<file path="config.mk">
export PLATFORM = sky130hd
export DESIGN_NAME = dle_frame_receiver_flat
export DESIGN_NICKNAME = d
export VERILOG_FILES = /design/src/hdl/dfr_pkg.sv /design/src/hdl/dfr_if.sv /design/src/hdl/dle_frame_receiver.sv /design/src/flat_wrapper.sv
export SDC_FILE = /design/constraint.sdc
export NUM_CORES = 1
export LEC_CHECK = 0
export CAP_MARGIN = 20
export CORE_UTILIZATION = 53
export DETAILED_ROUTE_END_ITERATION = 8
export DONT_BUFFER_PORTS = 1
export PLACE_DENSITY = 0.71
export SLEW_MARGIN = 0
export SYNTH_ARGS = -nofsm -noshare
export SYNTH_HDL_FRONTEND = slang
export SYNTH_SLANG_ARGS = --single-unit
</file>
<file path="constraint.sdc">
create_clock -name clk_i -period 3.6 [get_ports clk_i]
set_input_delay 0.72 -clock clk_i [delete_from_list [all_inputs] [get_ports clk_i]]
set_output_delay 0.72 -clock clk_i [all_outputs]
set_load 0.02 [all_outputs]
</file>
<file path="src/hdl/dfr_pkg.sv">
// Shared types, register codes and helpers for the DLE frame receiver.
package dfr_pkg;

  localparam int unsigned DefFrameLimit = 1024;
  localparam int unsigned ByteW = 8;
  localparam int unsigned PosOutW = 10;
  localparam int unsigned KindW = 3;
  localparam int unsigned CfgIdxW = 2;
  localparam int unsigned SatInW = 13;

  // Result kinds carried on the output channel.
  typedef enum logic [KindW-1:0] {
    KIND_DATA     = 3'd0,
    KIND_OK       = 3'd1,
    KIND_ACK      = 3'd2,
    KIND_NAK      = 3'd3,
    KIND_LEN_ERR  = 3'd4,
    KIND_SUM_ERR  = 3'd5,
    KIND_OVERFLOW = 3'd6
  } kind_e;

  // Configuration register indexes.
  typedef enum logic [CfgIdxW-1:0] {
    REG_ESCAPE = 2'd0,
    REG_END    = 2'd1,
    REG_ACK_ID = 2'd2,
    REG_NAK_ID = 2'd3
  } cfg_reg_e;

  localparam logic [ByteW-1:0] EscapeReset = 8'd16;
  localparam logic [ByteW-1:0] EndReset    = 8'd3;
  localparam logic [ByteW-1:0] AckIdReset  = 8'd6;
  localparam logic [ByteW-1:0] NakIdReset  = 8'd21;

  // Clamp a count or position to the width of the output fields.
  function automatic logic [PosOutW-1:0] sat_pos(input logic [SatInW-1:0] v);
    logic [SatInW-1:0] lim;
    lim = SatInW'((1 << PosOutW) - 1);
    if (v > lim) begin
      return PosOutW'(lim);
    end
    return PosOutW'(v);
  endfunction

endpackage

</file>
<file path="src/hdl/dfr_if.sv">
// Valid/ready channel interfaces for raw input bytes and receiver results.
interface dfr_in_if import dfr_pkg::*; ();
  logic             valid;
  logic             ready;
  logic [ByteW-1:0] rx_byte;

  modport source (output valid, output rx_byte, input ready);
  modport sink (input valid, input rx_byte, output ready);
endinterface

interface dfr_out_if import dfr_pkg::*; ();
  logic               valid;
  logic               ready;
  logic [KindW-1:0]   kind;
  logic [ByteW-1:0]   data_byte;
  logic [PosOutW-1:0] byte_position;
  logic               frame_start;
  logic [ByteW-1:0]   frame_id;
  logic [PosOutW-1:0] frame_length;

  modport source (
    output valid, output kind, output data_byte, output byte_position,
    output frame_start, output frame_id, output frame_length, input ready
  );
  modport sink (
    input valid, input kind, input data_byte, input byte_position,
    input frame_start, input frame_id, input frame_length, output ready
  );
endinterface

</file>
<file path="src/hdl/dle_frame_receiver.sv">
// Byte-stuffed frame receiver: unstuffs frame bytes and checks each frame.
//
// Raw link bytes arrive on rx_i, one request per byte. Each byte updates the
// escape flag, the hunt flag, the frame position, the saved id and length
// bytes and the running checksum in the same cycle, and at most one result
// goes into the output register: a data byte, or a verdict (ok, ack, nak,
// length error, checksum error, overflow) at escape+end or when a frame
// reaches FRAME_LIMIT bytes. Bytes that cause no result leave nothing behind.
// The result of an accepted byte is on res_o in the next cycle, and a byte can
// be accepted every cycle while res_o does not stall; the single result register
// sets both. When res_o stalls, rx_i stays ready while the result register is
// empty or being drained in the same cycle, so a held result stalls the input.
// Reset clears the flags, position and checksum, empties the result register
// and restores the register defaults (escape 16, end 3, ack 6, nak 21).
// Configuration writes through cfg_we_i/cfg_idx_i/cfg_data_i take effect at
// once and are meant for idle periods.
module dle_frame_receiver import dfr_pkg::*; #(
  parameter int unsigned FRAME_LIMIT = DefFrameLimit
) (
  input  logic               clk_i,
  input  logic               rst_ni,
  input  logic               cfg_we_i,
  input  logic [CfgIdxW-1:0] cfg_idx_i,
  input  logic [ByteW-1:0]   cfg_data_i,
  dfr_in_if.sink             rx_i,
  dfr_out_if.source          res_o
);

  localparam int unsigned PosW = $clog2(FRAME_LIMIT);
  localparam int unsigned CntW = PosW + 1;
  localparam int unsigned CmpW = ((PosW > ByteW) ? PosW : ByteW) + 1;

  // Configuration registers.
  logic [ByteW-1:0] escape_q, end_q, ack_id_q, nak_id_q;

  always_ff @(posedge clk_i or negedge rst_ni) begin
    if (!rst_ni) begin
      escape_q <= EscapeReset;
      end_q    <= EndReset;
      ack_id_q <= AckIdReset;
      nak_id_q <= NakIdReset;
    end else if (cfg_we_i) begin
      unique case (cfg_reg_e'(cfg_idx_i))
        REG_ESCAPE: escape_q <= cfg_data_i;
        REG_END:    end_q    <= cfg_data_i;
        REG_ACK_ID: ack_id_q <= cfg_data_i;
        REG_NAK_ID: nak_id_q <= cfg_data_i;
        default: ;
      endcase
    end
  end

  // Deframer state.
  logic            esc_q, esc_d;
  logic            hunt_q, hunt_d;
  logic [PosW-1:0] pos_q, pos_d;
  logic [ByteW-1:0] first_q, first_d;
  logic [ByteW-1:0] len_q, len_d;
  logic [ByteW-1:0] sum_q, sum_d;

  // Result register.
  logic               vld_q;
  kind_e              kind_q, kind_d;
  logic [ByteW-1:0]   data_q, data_d;
  logic [PosOutW-1:0] bpos_q, bpos_d;
  logic               start_q, start_d;
  logic [ByteW-1:0]   fid_q, fid_d;
  logic [PosOutW-1:0] flen_q, flen_d;
  logic               emit;

  logic             accept;
  logic [ByteW-1:0] b;
  logic             esc_hit, end_hit;
  logic             do_store, do_verdict, restart;
  logic [PosW-1:0]  spos;
  logic [CntW-1:0]  npos;
  logic [ByteW-1:0] first_new;
  logic [CmpW-1:0]  len_plus3;

  assign rx_i.ready = !vld_q || res_o.ready;
  assign accept     = rx_i.valid && rx_i.ready;
  assign b          = rx_i.rx_byte;
  assign esc_hit    = (b == escape_q);
  assign end_hit    = (b == end_q);

  always_comb begin
    esc_d   = esc_q;
    hunt_d  = hunt_q;
    pos_d   = pos_q;
    first_d = first_q;
    len_d   = len_q;
    sum_d   = sum_q;

    kind_d  = KIND_DATA;
    data_d  = '0;
    bpos_d  = '0;
    start_d = 1'b0;
    fid_d   = '0;
    flen_d  = '0;

    do_store   = 1'b0;
    do_verdict = 1'b0;
    restart    = 1'b0;

    // Classify the byte; the escape role wins over the end role.
    if (esc_hit) begin
      if (hunt_q) begin
        hunt_d = 1'b0;
        pos_d  = '0;
        esc_d  = 1'b1;
      end else if (esc_q) begin
        esc_d    = 1'b0;
        do_store = 1'b1;
      end else begin
        esc_d = 1'b1;
      end
    end else if (end_hit) begin
      if (esc_q) begin
        do_verdict = 1'b1;
      end else if (!hunt_q) begin
        do_store = 1'b1;
      end
    end else if (!hunt_q) begin
      // An escape followed by any other byte opens a new frame.
      restart  = esc_q;
      esc_d    = 1'b0;
      do_store = 1'b1;
    end

    spos      = restart ? '0 : pos_q;
    npos      = CntW'(spos) + CntW'(1);
    first_new = (spos == '0) ? b : first_q;
    len_plus3 = CmpW'(len_q) + CmpW'(3);

    if (do_store) begin
      first_d = first_new;
      sum_d   = (spos == '0) ? b : ByteW'(sum_q + b);
      if (spos == PosW'(1)) begin
        len_d = b;
      end
      if (npos == CntW'(FRAME_LIMIT)) begin
        kind_d = KIND_OVERFLOW;
        fid_d  = first_new;
        flen_d = sat_pos(SatInW'(npos));
        hunt_d = 1'b1;
        pos_d  = '0;
        esc_d  = 1'b0;
      end else begin
        pos_d   = PosW'(npos);
        data_d  = b;
        bpos_d  = sat_pos(SatInW'(spos));
        start_d = (spos == '0);
      end
    end

    if (do_verdict) begin
      if (pos_q == '0) begin
        kind_d = KIND_LEN_ERR;
      end else if (first_q == ack_id_q) begin
        kind_d = KIND_ACK;
      end else if (first_q == nak_id_q) begin
        kind_d = KIND_NAK;
      end else if (len_plus3 != CmpW'(pos_q)) begin
        // Also covers frames shorter than three bytes.
        kind_d = KIND_LEN_ERR;
      end else if (sum_q != '0) begin
        kind_d = KIND_SUM_ERR;
      end else begin
        kind_d = KIND_OK;
      end
      fid_d  = (pos_q == '0) ? '0 : first_q;
      flen_d = sat_pos(SatInW'(pos_q));
      hunt_d = 1'b1;
      pos_d  = '0;
      esc_d  = 1'b0;
    end
  end

  assign emit = do_store || do_verdict;

  always_ff @(posedge clk_i or negedge rst_ni) begin
    if (!rst_ni) begin
      esc_q   <= 1'b0;
      hunt_q  <= 1'b0;
      pos_q   <= '0;
      first_q <= '0;
      len_q   <= '0;
      sum_q   <= '0;
      vld_q   <= 1'b0;
    end else begin
      if (accept) begin
        esc_q   <= esc_d;
        hunt_q  <= hunt_d;
        pos_q   <= pos_d;
        first_q <= first_d;
        len_q   <= len_d;
        sum_q   <= sum_d;
        vld_q   <= emit;
      end else if (res_o.ready) begin
        vld_q <= 1'b0;
      end
    end
  end

  always_ff @(posedge clk_i) begin
    if (accept && emit) begin
      kind_q  <= kind_d;
      data_q  <= data_d;
      bpos_q  <= bpos_d;
      start_q <= start_d;
      fid_q   <= fid_d;
      flen_q  <= flen_d;
    end
  end

  assign res_o.valid         = vld_q;
  assign res_o.kind          = kind_q;
  assign res_o.data_byte     = data_q;
  assign res_o.byte_position = bpos_q;
  assign res_o.frame_start   = start_q;
  assign res_o.frame_id      = fid_q;
  assign res_o.frame_length  = flen_q;

endmodule

</file>
<file path="src/flat_wrapper.sv">
// flat-port wrapper written by rule: the top's interface ports become plain ports
module dle_frame_receiver_flat import dfr_pkg::*;
#(
  parameter int unsigned FRAME_LIMIT = DefFrameLimit
)
  (clk_i, rst_ni, cfg_we_i, cfg_idx_i, cfg_data_i, rx_i_valid, rx_i_rx_byte, rx_i_ready, res_o_valid, res_o_kind, res_o_data_byte, res_o_byte_position, res_o_frame_start, res_o_frame_id, res_o_frame_length, res_o_ready);
  dfr_in_if rx_i_i ();
  dfr_out_if res_o_i ();
  input  logic clk_i;
  input  logic rst_ni;
  input  logic cfg_we_i;
  input  logic [CfgIdxW-1:0] cfg_idx_i;
  input  logic [ByteW-1:0] cfg_data_i;
  input wire logic [$bits(rx_i_i.valid)-1:0] rx_i_valid;
  input wire logic [$bits(rx_i_i.rx_byte)-1:0] rx_i_rx_byte;
  output wire logic [$bits(rx_i_i.ready)-1:0] rx_i_ready;
  output wire logic [$bits(res_o_i.valid)-1:0] res_o_valid;
  output wire logic [$bits(res_o_i.kind)-1:0] res_o_kind;
  output wire logic [$bits(res_o_i.data_byte)-1:0] res_o_data_byte;
  output wire logic [$bits(res_o_i.byte_position)-1:0] res_o_byte_position;
  output wire logic [$bits(res_o_i.frame_start)-1:0] res_o_frame_start;
  output wire logic [$bits(res_o_i.frame_id)-1:0] res_o_frame_id;
  output wire logic [$bits(res_o_i.frame_length)-1:0] res_o_frame_length;
  input wire logic [$bits(res_o_i.ready)-1:0] res_o_ready;
  assign rx_i_i.valid = rx_i_valid;
  assign rx_i_i.rx_byte = rx_i_rx_byte;
  assign rx_i_ready = rx_i_i.ready;
  assign res_o_valid = res_o_i.valid;
  assign res_o_kind = res_o_i.kind;
  assign res_o_data_byte = res_o_i.data_byte;
  assign res_o_byte_position = res_o_i.byte_position;
  assign res_o_frame_start = res_o_i.frame_start;
  assign res_o_frame_id = res_o_i.frame_id;
  assign res_o_frame_length = res_o_i.frame_length;
  assign res_o_i.ready = res_o_ready;
  dle_frame_receiver #(.FRAME_LIMIT(FRAME_LIMIT)) u_core (.clk_i(clk_i), .rst_ni(rst_ni), .cfg_we_i(cfg_we_i), .cfg_idx_i(cfg_idx_i), .cfg_data_i(cfg_data_i), .rx_i(rx_i_i), .res_o(res_o_i));
endmodule
</file>
* Word level (Yosys, flattened, before mapping) *
Cells that the tools add are included.

storage, ports and cells
  bits of input ports = 23
  output and inout port bits = 42
  flip-flop bits (word level) = 109
  word-level logic and storage cells = 105

cells by class
  multiplexer cells = 53
  reduce and logical (&&, ||, !) cells = 20
  eq/ne operators = 10
  add/sub/neg operators = 3
  order comparisons = 1
  bitwise logic cells = 1

operator list
  operator               number
  $mux 10                11
  $mux 8                 6
  $eq 8x8->1             4
  $mux 1                 28
  $mux 3                 8
  $logic_not 10->1       2
  $add 10x1->11 const B  1
  $eq 11x11->1 const B   1
  $gt 11x10->1 const B   1
  $ne 11x10->1           1
  $eq 10x1->1 const B    1
  $reduce_and 2->1       5
  $add 8x2->9 const B    1
  $add 8x8->8            1
  $reduce_bool 8->1      1
  $reduce_and 3->1       2
  $reduce_bool 3->1      2
  $eq 2x2->1 const B     2
  $eq 2x1->1 const B     1
  $logic_and 1x1->1      2
  $logic_not 2->1        1
  $logic_or 1x1->1       2
  $reduce_bool 2->1      1
  $reduce_or 2->1        1
  2 further kinds        2

* Logic depth before layout (Yosys ltp) *
Gate-level depths: netlist of the first run.

  depth in word-level cells = 13
  gate-level depth with buffers = 16

* Worst setup path before layout of the first run *
Ideal clock, no wire load.

  path type = input-to-reg
  from = input port rx_i_rx_byte[7]
  to = register u_core.bpos_q[0], in the netlist u_core.res_o.byte_position[0] (enable)
  setup slack = -0.282 ns
  buffers on the path = 1
  stages = 6
  arrival time = 3.445 ns
  required time = 3.163 ns
  cell sequence = clkbuf_2 xor2_1 nor4_4 a2111oi_4 a21oi_1 nor2_1

on the way
  word-level cells in the longest chain between the ends = 5

ends and longest elaborated chain
  item                   RTL line                   RTL
  start, declared        flat_wrapper.sv:15         input wire logic [$bits(rx_i_i.rx_byte)-1:0] rx_i_rx_byte;
  $eq 8x8->1             dle_frame_receiver.sv:84   assign end_hit = (b == end_q);
  $mux 1                 dle_frame_receiver.sv:117  end else if (end_hit) begin
  $mux 1                 dle_frame_receiver.sv:106  if (esc_hit) begin
  $logic_or 1x1->1 (*)   dle_frame_receiver.sv:179  assign emit = do_store || do_verdict;
  $logic_and 1x1->1 (*)  dle_frame_receiver.sv:206  if (accept && emit) begin
  end signal, assigned   dle_frame_receiver.sv:209  bpos_q <= bpos_d;
  end, declared          dle_frame_receiver.sv:65   logic [PosOutW-1:0] bpos_q, bpos_d;

Mark *: on every way between the ends. The rest lies on a longest branch, timed or not.
A chain may end at the register's enable or synchronous reset.

* Worst setup path in the final report of the first run *
  from = register u_core.escape_q[4]
  to = register u_core.kind_q[2], in the netlist u_core.res_o.kind[2], data pin

on the way
  word-level cells in the longest chain between the ends = 8

ends and longest elaborated chain
  item                    RTL line                   RTL
  start, declared         dle_frame_receiver.sv:34   logic [ByteW-1:0] escape_q, end_q, ack_id_q, nak_id_q;
  start signal, assigned  dle_frame_receiver.sv:38   escape_q <= EscapeReset;
  start signal, assigned  dle_frame_receiver.sv:44   REG_ESCAPE: escape_q <= cfg_data_i;
  $eq 8x8->1              dle_frame_receiver.sv:83   assign esc_hit = (b == escape_q);
  $mux 1                  dle_frame_receiver.sv:106
  $mux 10                 dle_frame_receiver.sv:130  spos = restart ? '0 : pos_q;
  net u_core.spos[1]      dle_frame_receiver.sv:75   logic [PosW-1:0] spos;
  $add 10x1->11           dle_frame_receiver.sv:131  npos = CntW'(spos) + CntW'(1);
  $eq 11x11->1            dle_frame_receiver.sv:141  if (npos == CntW'(FRAME_LIMIT)) begin
  $mux 3                  dle_frame_receiver.sv:141
  $mux 3                  dle_frame_receiver.sv:135  if (do_store) begin
  $mux 3                  dle_frame_receiver.sv:156  if (do_verdict) begin
  net u_core.kind_d[2]    dle_frame_receiver.sv:63   kind_e kind_q, kind_d;
  end signal, assigned    dle_frame_receiver.sv:207  kind_q <= kind_d;
  end, declared           dle_frame_receiver.sv:63

The timed path passes the listed nets, and every way through them passes these cells.

==> flow_metrics.tcl, run 1 <==
set metrics [dict create \
    status "finished, final reports clean" \
    grtUsageTotal_pct 24.8 \
    final.setup.tns_ns 0 \
    antenna_found_initial 0 \
    fp-row-count 37 \
    initial_core_util_pct 54.4 \
    layout.area.seq_um2 2940 \
    worst_pin_slew_ns 0.913 \
    wl_met3_um 829 \
    utilization_pct 58.4 \
    cp_max_fo 6 \
    yosys-top-cells-area "dfrtp_1 (27%), edfxtp_1 (21%), mux2_2 (8.9%)" \
    relSlewSlack_pct 38.9 \
    hold_class "in -> async" \
    crit_arrival_ns 3.60 \
    ys.flop_type "dfrtp_1" \
    final_layout_size_suffix_gt1_share_pct 18.0 \
    cpMostUsedCell "nor4_1" \
    h-tree-depth 3 \
    dieHeight_um 105 \
    dieArea_um2 11000 \
    drt-total-wl_mm 12.6 \
    leakage_nw 2.42 \
    netlist_instances 495 \
    met2_length_mm 5.86 \
    worstSetupEndpointType "register" \
    clkLatencyLatePin_ns 0.38 \
    io-pin-count 65 \
    cp_slowest_stage_delay_ns 0.57 \
    grt_overflow 0 \
    route.detailed.drc 0 \
    async_flop_share_pct 63.3 \
    ant_nets 0 \
    maxSlewViolCount 0 \
    synth_nets 531 \
    core_area_um2 10300 \
    ir_drop_mv 0.323 \
    wl_met1_mm 5.53 \
    crit_slowest_cell "dfstp_2" \
    path_cells "xor2_1 > nor4_4 > and2_1 > nor2_1 > nand2_1 > nand2_1 > inv_1 > ha_1 > nand3_1 > nor4_1 > nand3_1 > nor4_1 > nor4_1 > nor2_1" \
    cts_made_buffers 9 \
    drt_iter0_drc 154 \
    synth_edf_count 40 \
    fin_crit_ns 3.35 \
    setup_viol 0 \
    pwr_density_cell_nw_per_um2 620 \
    dr_total_vias 3844 \
    cp.required_ns 3.85 \
    grt_pass1_wl_mm 20.7 \
    avgSynthCellArea_um2 11.3 \
    cts_tree "yes" \
    cap_violations 0 \
    yosys.area.top_type "dfrtp_1" \
    r2r_start "u_core.escape_q[4]" \
    grt_pass1_vias 3889 \
    timing.final.crit_share_pct 93.0 \
    critical_path_class "reg -> reg" \
    synth-seq-cells 109 \
    clockBufferDepth 2 \
    synth_most_common_cell "dfrtp_1" \
    place_hpwl_mm 9.18 \
    clockRootBuffer "clkbuf_8" \
    synthDistinctLibCells 58 \
    cts.sinks 109 \
    place_congestion 0.884 \
    first_pass_iters 5 \
    grt_start_max_net_pins 70 \
    r2r_cells 14 \
    via_per_inst 5.94 \
    critical_path.startpoint_type "register" \
    ys_seq_area_share_pct 52.5 \
    yosysWarnings 0 \
    post_drt_wl_per_cell_um 19.5 \
    rrSetupSlack_ns 0.25 \
    io_buffers 0 \
    synthToLayoutAreaGrowth_pct 7.38 \
    hold_viol 0 \
    skew_ns 0.0161 \
    rsz0062_at_grt "false" \
    syn_area_um2 5590 \
    antenna_cells 0 \
    fp.dieW_um 105 \
    fmax_mhz 299 \
    yosys-top-cells-count "dfrtp_1 (61), mux2_2 (44), edfxtp_1 (40), nand2_1 (35), o21ai_0 (35)" \
    synth_top_area_share_pct 27.3 \
    nFillCells 858 \
    top_layer "met4" \
    r2r_end "u_core.res_o.kind[2]" \
    multi_input_area_um2 2520 \
    nets 542 \
    clk_pin_slew_ns 0.11 \
]
-- layout by cell type (no fill, tap or decap), types with 3 or more instances in the layout --
cell / n
a211oi_1: 5
a21o_1: 3
a21oi_1: 16
and2_1: 18
and3_1: 5
buf_4: 13
clkbuf_8: 9
dfrtp_1: 61
dfstp_2: 8
edfxtp_1: 40
ha_1: 12
inv_1: 21
mux2_2: 44
mux2i_1: 6
nand2_1: 35
nand2b_1: 3
nand3_1: 10
nand4_1: 8
nor2_1: 27
nor2b_1: 8
nor3_1: 18
nor4_1: 9
o21ai_0: 35
xnor2_1: 25
xor2_1: 19
-- worst max-delay path by stage --
stage,start,endpoint,slack [ns],cells after the start
floorplan,rx_i_rx_byte[7],u_core.res_o.data_byte[0],0.08,16
global placement,rx_i_rx_byte[6],u_core.res_o.kind[2],0.1,14
detailed placement,rx_i_rx_byte[2],u_core.res_o.data_byte[6],0.02,14
CTS,u_core.escape_q[4],u_core.res_o.byte_position[1],0.22,14
global route,u_core.escape_q[4],u_core.res_o.kind[2],0.005,14
finish,u_core.escape_q[4],u_core.res_o.kind[2],0.25,14
-- layout make-up --
cell class	count	area share (%)
Timing Repair Buffer	15	1.96
Inverter	21	1.31
Clock buffer	9	2.06
Sequential cell	109	48.9
Tap cell	136	2.83
Multi-Input combinational cell	350	42.0
Clock inverter	7	0.917
-- power by group --
group	leakage, nW	switching, W	internal (W)
sequential	1.24	0.000291	0.00155
combinational	1.08	0.000631	0.000557
clock	0.0968	0.000436	0.000263
-- per-layer routing --
metal	global-route usage (%)	vias to the layer above
li1	-	1791
met2	39.5	130
met4	8.95	0
met1	32.4	1893
met5	0	-
met3	7.05	30
-- worst max-delay path, delay by kind of cell, from the launching register on --
family / cells / cell delay (ns)
simple gates: 11 / 2.23
flops: 1 / 0.57
fa+ha+maj: 1 / 0.21
buf+inv: 1 / 0.11
xor+xnor: 1 / 0.10
-- cells by family after synthesis --
kind of cell / synth area share, %
adders and majority gates: 3.22
buffers and inverters: 2.66
and+or+nand+nor: 15.0
xor gates and xnor gates: 6.89
AOI/OAI and AO/OA: 9.75
muxes: 9.93
DFF: 52.5
-- through the flow --
step | hold WS, ns | setup slack, ns | power (W) | instances | area [um2]
after floorplan | 0.424 | 0.0764 | 0.00273 | 495 | 5600
after global placement | 0.427 | 0.0956 | 0.00299 | 629 | 5800
after detailed placement | 0.427 | 0.0186 | 0.00304 | 629 | 5800
after CTS | 0.00420 | 0.220 | 0.00373 | 645 | 5980
after global routing | 0.00307 | 0.00537 | 0.00397 | 647 | 6010
final | 0.0263 | 0.253 | 0.00372 | 647 | 6010
-- timing repair --
| item | 4_1_cts | 5_1_grt |
|---|---|---|
| endpoints found under the hold margin | 0 | 18 |
| resized for setup | 0 | 1 |
| buffers inserted | 0 | 0 |
| hold buffers | 0 | 2 |
| endpoints found under the setup margin | 0 | 11 |
-- registers in the layout (all words and copies together) (netlist names), 3 cells and up --
name and count:
u_core.escape_q 8, u_core.sum_q 8, u_core.len_q 8, u_core.res_o.byte_position 10
u_core.end_q 8, u_core.ack_id_q 8, u_core.res_o.frame_id 8, u_core.nak_id_q 8
u_core.res_o.frame_length 10, u_core.res_o.kind 3, u_core.res_o.data_byte 8, u_core.pos_q 10
u_core.first_q 8
Note: power is estimated with default switching activity, not from simulation.
==> run 2: changes to the inputs <==
ABC_CLOCK_PERIOD_IN_PS = 3600   (was default)
CORE_MARGIN = 5   (was default)
PLACE_DENSITY = 0.72   (was 0.71)
==> run 2 against run 1 <==
Sequential cell count did not move. Routed wire length increased by 5.3%. Sequential share of layout area fell by 0.62 points. Die area up 16%. Global-route usage fell by 3.6 points. Combinational power is essentially flat. Critical endpoint unchanged.
==> flow_metrics.tcl, run 2 (synthesis results as in run 1) <==
set metrics [dict create \
    status "finished, final reports clean" \
    clockRootBuffer "clkbuf_8" \
    fp.dieW_um 113 \
    place_congestion 0.918 \
    cp.required_ns 3.84 \
    cp_max_fo 4 \
    io_buffers 0 \
    rrSetupSlack_ns 0.36 \
    r2r_start "u_core.end_q[0]" \
    grt_pass1_vias 3798 \
    grt_start_max_net_pins 59 \
    via_per_inst 5.93 \
    synthToLayoutAreaGrowth_pct 8.77 \
    ant_nets 0 \
    hold_viol 0 \
    antenna_cells 0 \
    final_layout_size_suffix_gt1_share_pct 18.6 \
    critical_path_class "reg -> reg" \
    pwr_density_cell_nw_per_um2 631 \
    setup_viol 0 \
    crit_arrival_ns 3.49 \
    grt_overflow 0 \
    core_area_um2 10300 \
    clkLatencyLatePin_ns 0.39 \
    drt_iter0_drc 271 \
    initial_core_util_pct 54.2 \
    critical_path.startpoint_type "register" \
    final_area_um2 6080 \
    dr_total_vias 3872 \
    leakage_nw 2.45 \
    final_common_cell "dfrtp_1" \
    r2r_cells 15 \
    nets 548 \
    h-tree-depth 3 \
    clk_pin_slew_ns 0.12 \
    post_drt_wl_per_cell_um 20.3 \
    ir_drop_mv 0.364 \
    antenna_found_initial 0 \
    place_hpwl_mm 9.60 \
    maxSlewViolCount 0 \
    worst_pin_slew_ns 0.873 \
    fin_cells 653 \
    hold_class "in -> async" \
    dp.cells 632 \
    dieArea_um2 12700 \
    cap_violations 0 \
    relSlewSlack_pct 41.3 \
    timing.final.ws_setup_ns 0.356 \
    grtUsageTotal_pct 21.2 \
    cts.sinks 109 \
    grt_pass1_wl_mm 21.0 \
    fmax_mhz 308 \
    drt-total-wl_mm 13.3 \
    clockBufferDepth 2 \
    route.detailed.drc 0 \
    worstSetupEndpointType "register" \
    placed_area_um2 5830 \
    rsz0062_at_grt "false" \
    dieHeight_um 113 \
    layout_common_cells "dfrtp_1 (61), mux2_2 (44), edfxtp_1 (40)" \
    first_pass_iters 5 \
    io-pin-count 65 \
    dpl_worst_slack_ns -0.000418 \
    cts_tree "yes" \
    skew_ns 0.0170 \
    r2r_end "u_core.res_o.kind[2]" \
    fin_crit_ns 3.24 \
    fp-row-count 37 \
    timing.final.crit_share_pct 90.1 \
    cts_made_buffers 9 \
]
-- run 2: layout make-up --
class / count / area [um2]
Timing Repair Buffer: 21 / 168
Inverter: 21 / 78.8
Clock inverter: 6 / 57.6
Multi-Input combinational cell: 350 / 2520
Fill cell: 875 / 4240
Clock buffer: 10 / 149
Sequential cell: 109 / 2940
Tap cell: 136 / 170
-- run 2: layer usage --
layer	wire length, um	vias up	track usage [%]
li1	-	1814	-
met1	5870	1920	28.6
met2	6370	117	33.8
met3	735	21	4.49
met4	286	0	8.01
met5	0	-	0
-- run 2: how the worst max path moves through the flow --
stage | start | endpoint | slack, ns | cells past startpoint
2_1_floorplan | rx_i_rx_byte[7] | u_core.res_o.data_byte[0] | 0.08 | 16
3_3_place_gp | rx_i_rx_byte[6] | u_core.res_o.kind[2] | 0.1 | 15
3_5_place_dp | rx_i_rx_byte[6] | u_core.res_o.data_byte[1] | -0.0004 | 14
4_1_cts | u_core.escape_q[4] | u_core.res_o.byte_position[1] | 0.25 | 14
5_1_grt | u_core.end_q[0] | u_core.res_o.kind[2] | 0.06 | 15
6_report | u_core.end_q[0] | u_core.res_o.kind[2] | 0.36 | 15
-- run 2: what timing repair did --
action / 4_1_cts / 5_1_grt
hold buffers: 2 / 2
gates resized for setup: 0 / 1
hold endpoints to repair: 12 / 7
endpoints found under the setup margin: 0 / 12
buffers inserted: 0 / 1
-- run 2: report_power, final --
group          switching [W]  total, W  internal (W)
combinational       0.000647   0.00121      0.000567
clock               0.000462  0.000775      0.000313
sequential          0.000304   0.00185       0.00155
total                0.00141   0.00384       0.00243
-- run 2: worst max-delay path: stages (launching register included) --
cell     delay, ns
dfstp_2       0.56
xnor2_1       0.12
nand4_1       0.19
nor2_1        0.28
nor2_1        0.10
nand2_1       0.13
nand2_1       0.09
inv_1         0.11
ha_1          0.16
buf_4         0.12
nand3_1       0.10
nor4_1        0.34
nand3_1       0.17
nor4_1        0.35
nor4_1        0.11
nor2_1        0.16
-- run 2: metrics by stage --
stage               hold WS (ns)  utilization (%)  total power, W   TNS (ns)
floorplan                  0.424                -         0.00273          0
global placement           0.427             56.4         0.00302          0
detailed placement         0.427             56.4         0.00307  -0.000418
CTS                      0.00381             58.6         0.00383          0
global route            0.000317             58.9         0.00406          0
finish                    0.0184             58.9         0.00384          0
